==> src/rtl/sgdc_pkg.sv <==
// Package of the sorted group distinct count block: item types, tuple layout,
// controller/datapath command and status structs, opcodes and string cleanup.
// No dependencies.
package sgdc_pkg;

   localparam int MAX_TUPLES_DEF = 1024;
   localparam int CNT_W = 11;
   localparam logic [CNT_W-1:0] COUNT_MAX = 11'd2047;

   localparam logic [1:0] OP_LOAD = 2'd0;
   localparam logic [1:0] OP_FETCH = 2'd1;
   localparam logic [1:0] OP_CLEAR = 2'd2;

   typedef struct packed {
      logic [1:0]  opcode;
      logic [63:0] brand_high;
      logic [15:0] brand_low;
      logic [63:0] type_word0;
      logic [63:0] type_word1;
      logic [63:0] type_word2;
      logic [7:0]  type_tail;
      logic [5:0]  part_size;
      logic [30:0] supplier_key;
   } req_type;

   typedef struct packed {
      logic [63:0] grp_brand_high;
      logic [15:0] grp_brand_low;
      logic [63:0] grp_type_word0;
      logic [63:0] grp_type_word1;
      logic [63:0] grp_type_word2;
      logic [7:0]  grp_type_tail;
      logic [5:0]  grp_size;
      logic [10:0] distinct_count;
      logic        group_present;
      logic        final_group;
      logic        overflowed;
   } rsp_type;

   // Field order makes a plain vector compare equal the sort order.
   typedef struct packed {
      logic [79:0]  brand;
      logic [199:0] ptype;
      logic [5:0]   size;
      logic [30:0]  supplier;
   } tuple_type;

   localparam int TUPLE_W = $bits(tuple_type);
   localparam int KEY_LSB = 31;

   typedef struct packed {
      logic load;
      logic clear;
      logic set_sorted;
      logic sort_init;
      logic sort_start;
      logic sort_step;
      logic sort_tail;
      logic scan_issue;
      logic scan_empty;
      logic scan_first;
      logic scan_step;
      logic emit;
   } cmd_type;

   typedef struct packed {
      logic sorted;
      logic multi;
      logic j_at_lim;
      logic lim_one;
      logic pos_lt;
      logic first_done;
      logic step_done;
      logic rsp_free;
   } sts_type;

   function automatic logic [79:0] clean_brand(input logic [79:0] b);
      logic seen;
      logic [79:0] r;
      seen = 1'b0;
      r = b;
      for (int i = 0; i < 10; i++) begin
         if (seen) begin
            r[79-8*i -: 8] = 8'd0;
         end else if (b[79-8*i -: 8] == 8'd0) begin
            seen = 1'b1;
         end
      end
      return r;
   endfunction

   function automatic logic [199:0] clean_type(input logic [199:0] b);
      logic seen;
      logic [199:0] r;
      seen = 1'b0;
      r = b;
      for (int i = 0; i < 25; i++) begin
         if (seen) begin
            r[199-8*i -: 8] = 8'd0;
         end else if (b[199-8*i -: 8] == 8'd0) begin
            seen = 1'b1;
         end
      end
      return r;
   endfunction

endpackage

==> src/rtl/sgdc_ctrl.sv <==
// Controller of the grouping block: sequences load, bubble sort passes,
// group scan and result hand-off. Depends on sgdc_pkg.
module sgdc_ctrl import sgdc_pkg::*; (
   input  logic       clock,
   input  logic       reset,
   input  logic       req_valid,
   input  logic [1:0] opcode,
   output logic       req_stall,
   input  sts_type    sts,
   output cmd_type    cmd
);
   typedef enum logic [7:0] {
      S_IDLE       = 8'b00000001,
      S_SORT_START = 8'b00000010,
      S_SORT_RUN   = 8'b00000100,
      S_SORT_TAIL  = 8'b00001000,
      S_SCAN_ISSUE = 8'b00010000,
      S_SCAN_FIRST = 8'b00100000,
      S_SCAN_RUN   = 8'b01000000,
      S_EMIT       = 8'b10000000
   } state_type;

   state_type state_ff, state_in;
   logic accept;

   assign req_stall = (state_ff != S_IDLE);
   assign accept = req_valid && !req_stall;

   always_comb begin
      state_in = state_ff;
      cmd = '0;
      case (state_ff)
         S_IDLE: begin
            if (accept) begin
               cmd.load = (opcode == OP_LOAD);
               cmd.clear = (opcode == OP_CLEAR);
               if (opcode == OP_FETCH) begin
                  if (sts.sorted) begin
                     state_in = S_SCAN_ISSUE;
                  end else if (sts.multi) begin
                     cmd.sort_init = 1'b1;
                     state_in = S_SORT_START;
                  end else begin
                     cmd.set_sorted = 1'b1;
                     state_in = S_SCAN_ISSUE;
                  end
               end
            end
         end
         S_SORT_START: begin
            cmd.sort_start = 1'b1;
            state_in = S_SORT_RUN;
         end
         S_SORT_RUN: begin
            cmd.sort_step = 1'b1;
            if (sts.j_at_lim) begin
               state_in = S_SORT_TAIL;
            end
         end
         S_SORT_TAIL: begin
            cmd.sort_tail = 1'b1;
            if (sts.lim_one) begin
               cmd.set_sorted = 1'b1;
               state_in = S_SCAN_ISSUE;
            end else begin
               state_in = S_SORT_START;
            end
         end
         S_SCAN_ISSUE: begin
            if (sts.pos_lt) begin
               cmd.scan_issue = 1'b1;
               state_in = S_SCAN_FIRST;
            end else begin
               cmd.scan_empty = 1'b1;
               state_in = S_EMIT;
            end
         end
         S_SCAN_FIRST: begin
            cmd.scan_first = 1'b1;
            state_in = sts.first_done ? S_EMIT : S_SCAN_RUN;
         end
         S_SCAN_RUN: begin
            cmd.scan_step = 1'b1;
            if (sts.step_done) begin
               state_in = S_EMIT;
            end
         end
         S_EMIT: begin
            if (sts.rsp_free) begin
               cmd.emit = 1'b1;
               state_in = S_IDLE;
            end
         end
         default: begin
            state_in = S_IDLE;
         end
      endcase
   end

   always_ff @(posedge clock) begin
      if (reset) begin
         state_ff <= S_IDLE;
      end else begin
         state_ff <= state_in;
      end
   end
endmodule

==> config.mk <==
export PLATFORM = sky130hd
export DESIGN_NAME = sgdc_ctrl
export DESIGN_NICKNAME = d
export VERILOG_FILES = /design/src/rtl/sgdc_pkg.sv /design/src/rtl/sgdc_ctrl.sv
export SDC_FILE = /design/constraint.sdc
export NUM_CORES = 1
export LEC_CHECK = 0
export BUFFER_PORTS_ARGS = -buffer_cell sky130_fd_sc_hd__clkbuf_2
export CORE_UTILIZATION = 35
export DETAILED_ROUTE_END_ITERATION = 6
export HOLD_SLACK_MARGIN = 0.12
export PLACE_DENSITY = 0.74
export SLEW_MARGIN = 20
export SYNTH_ARGS = -nofsm -noshare
export SYNTH_HDL_FRONTEND = slang
export SYNTH_SLANG_ARGS = --single-unit
==> constraint.sdc <==
create_clock -name clock -period 5 [get_ports clock]
set_input_delay 1 -clock clock [delete_from_list [all_inputs] [get_ports clock]]
set_output_delay 1 -clock clock [all_outputs]
set_load 0.05 [all_outputs]
==> reports/qor.csv <==
metric,value,unit
status,finished clean,
regMostFlops,state_ff,
period_minus_slack,3.04,ns
finalSetupViolCount,0,
finClkSkew,0.000513,ns
drtPass1Iterations,4,
dieArea,1800,µm²
cellPowerDensity,356,nW/µm²
hold_depth,3,
yosysWarnings,0,
cp_data_arrival_time,2.04,ns
slew_viol_final,0,
synth-main-ff-cell,dfxtp_1,
path_class,register to output port,
post_cts_buffers,0,
cts_tree,built,
rr_worst_depth,5,
antenna_found_initial,0,
synthSimpleGateAreaFrac,0.434,
setup_slack,1.96,ns
path_max_fanout,6,
multi_input_area,384,µm²
synthAdderAreaFrac,0,
synthTopCellsByCount,"nor2_1, dfxtp_1, inv_1, nand2_1, nor4b_1",
critical_path.endpoint_type,output port,
power,0.000263,W
ioPinCount,26,
numCtsBuffers,3,
place_congestion,0.810,
synth_edf_count,0,
hold_viol_final,0,
root_buffer,clkbuf_4,
fmax,329,MHz
clock_latency,0.26,ns
rows,14,
yosysMostFrequentCell,nor2_1,
avgSynthCellArea,8.27,µm²
synthesis.nets,82,
cts-hold-fix-buffers,0,
p_leak,0.352,nW
synth-xor-area-share,0.0307,
first_iter_violations,8,
yosys-top-cells-area,"dfxtp_1, nor4b_1, nor2_1, inv_1, nand2_1",
yosysTopAreaCell,dfxtp_1,
syn_inst,69,
antenna_left,0,
drt-total-wl,1.35,mm
synthMuxAreaShare,0,
r2r_slack,3.18,ns
ys_seq_area_frac,0.281,
top_regs,state_ff x8,
relSlewSlack,0.721,
die_h,42.4,µm
maxCapViolCount,0,
clkSinkCount,8,
diodes,0,
synth_compound_area_frac,0.208,
fillers,156,
ff_latch_area,160,µm²
avgViaCountPerCell,5.39,
grt_pass1_vias,506,
cts_resized,0,
wl_per_cell,11.9,µm
syn_area,571,µm²
grt_max_degree,8,
grt_first_pass_wirelength,2.18,mm
die_w,42.4,µm
hold_class,register to register,
drive_above_1_share,0.361,
cp.required,4.00,ns
yosys.area.top_type_share,0.281,
start_util,0.379,
start_kind,register,
grt.total_usage,0.165,
grt_remaining_overflow,0,
worstMarginPinSlew,0.418,ns
layout.nets,112,
place_hpwl,1.06,mm
dp.cells,110,
peakVddDrop,152,µV
synth_top_family_by_area,simple AND/OR/NAND/NOR gates,
clkTransAtPathRegs,0.06,ns
tns,0,ns
largest_reg_flops,8,
rsz0062_at_grt,no,
synth-seq-cells,8,
coreArea,1510,µm²
synth-async-reset-ratio,0,
area_growth,29.4,%
io_buffers,25,
num_vias,609,
drcViolationCount,0,
pre_cts_ws,2.09,ns
synth.distinct_cells,31,
fin_crit_sh,0.607,
fin_cells,113,
htree_levels,1,
cts_buffer_depth,2,
-- kinds of logic (layout without fill, tap and decap cells) --
family,Yosys count,after routing
flops,8,8
xor+xnor,2,2
buf+inv,7,35
compound gates,14,14
simple gates,38,38
-- metrics by stage --
step | hold WS (ns) | area [µm²] | utilization
5_1_grt | 0.756 | 738 | 0.490
3_3_place_gp | 0.691 | 716 | 0.475
4_1_cts | 0.710 | 738 | 0.490
6_report | 0.709 | 738 | 0.490
2_1_floorplan | 0.638 | 571 | -
3_5_place_dp | 0.687 | 716 | 0.475
-- where the power goes --
group	switching, W	internal [W]	total, W
clock	0.0000250	0.0000277	0.0000527
combinational	0.0000821	0.0000455	0.000128
sequential	0.0000124	0.0000702	0.0000826
total	0.000120	0.000143	0.000263
-- worst paths after layout --
check / start / endpoint
min reg2reg: state_ff[0]$_SDFFE_PP1P_ / state_ff[2]$_SDFFE_PP0P_
min: state_ff[0]$_SDFFE_PP1P_ / state_ff[2]$_SDFFE_PP0P_
max: state_ff[2]$_SDFFE_PP0P_ / cmd[9]
max reg2reg: state_ff[2]$_SDFFE_PP0P_ / state_ff[7]$_SDFFE_PP0P_
-- metal layers --
layer  global-route usage  part of all wire  routed length, µm  vias up
met4                0.113             0.036                 48        0
met1                0.186              0.45                613      275
met5                    0                 0                  0        -
li1                     -                 -                  -      315
met3               0.0431             0.033                 45        5
met2                0.268              0.47                640       14
-- worst max-delay path, cell delays in order, from the launching register on --
cell,delay (ns)
dfxtp_1,0.35
nor4_4,0.43
nand4b_1,0.30
o41ai_1,0.37
clkbuf_2,0.33
-- layout by cell type (no fill, tap or decap), types with 2 or more instances in the layout --
master    count
a21oi_1       3
a22oi_1       2
clkbuf_2     25
clkbuf_4      3
dfxtp_1       8
inv_1         7
nand2_1       6
nor2_1       11
nor2b_1       2
nor3b_1       2
nor4b_1       5
xor2_1        2
-- area by class of cell --
type                    instances  area share
clock buffers                   3      0.0305
repair buffers                 25       0.169
inverters                       7      0.0356
well taps                      16      0.0271
flip-flops and latches          8       0.217
multi-input cells              54       0.520
Note: power is estimated with default switching activity, not from simulation.
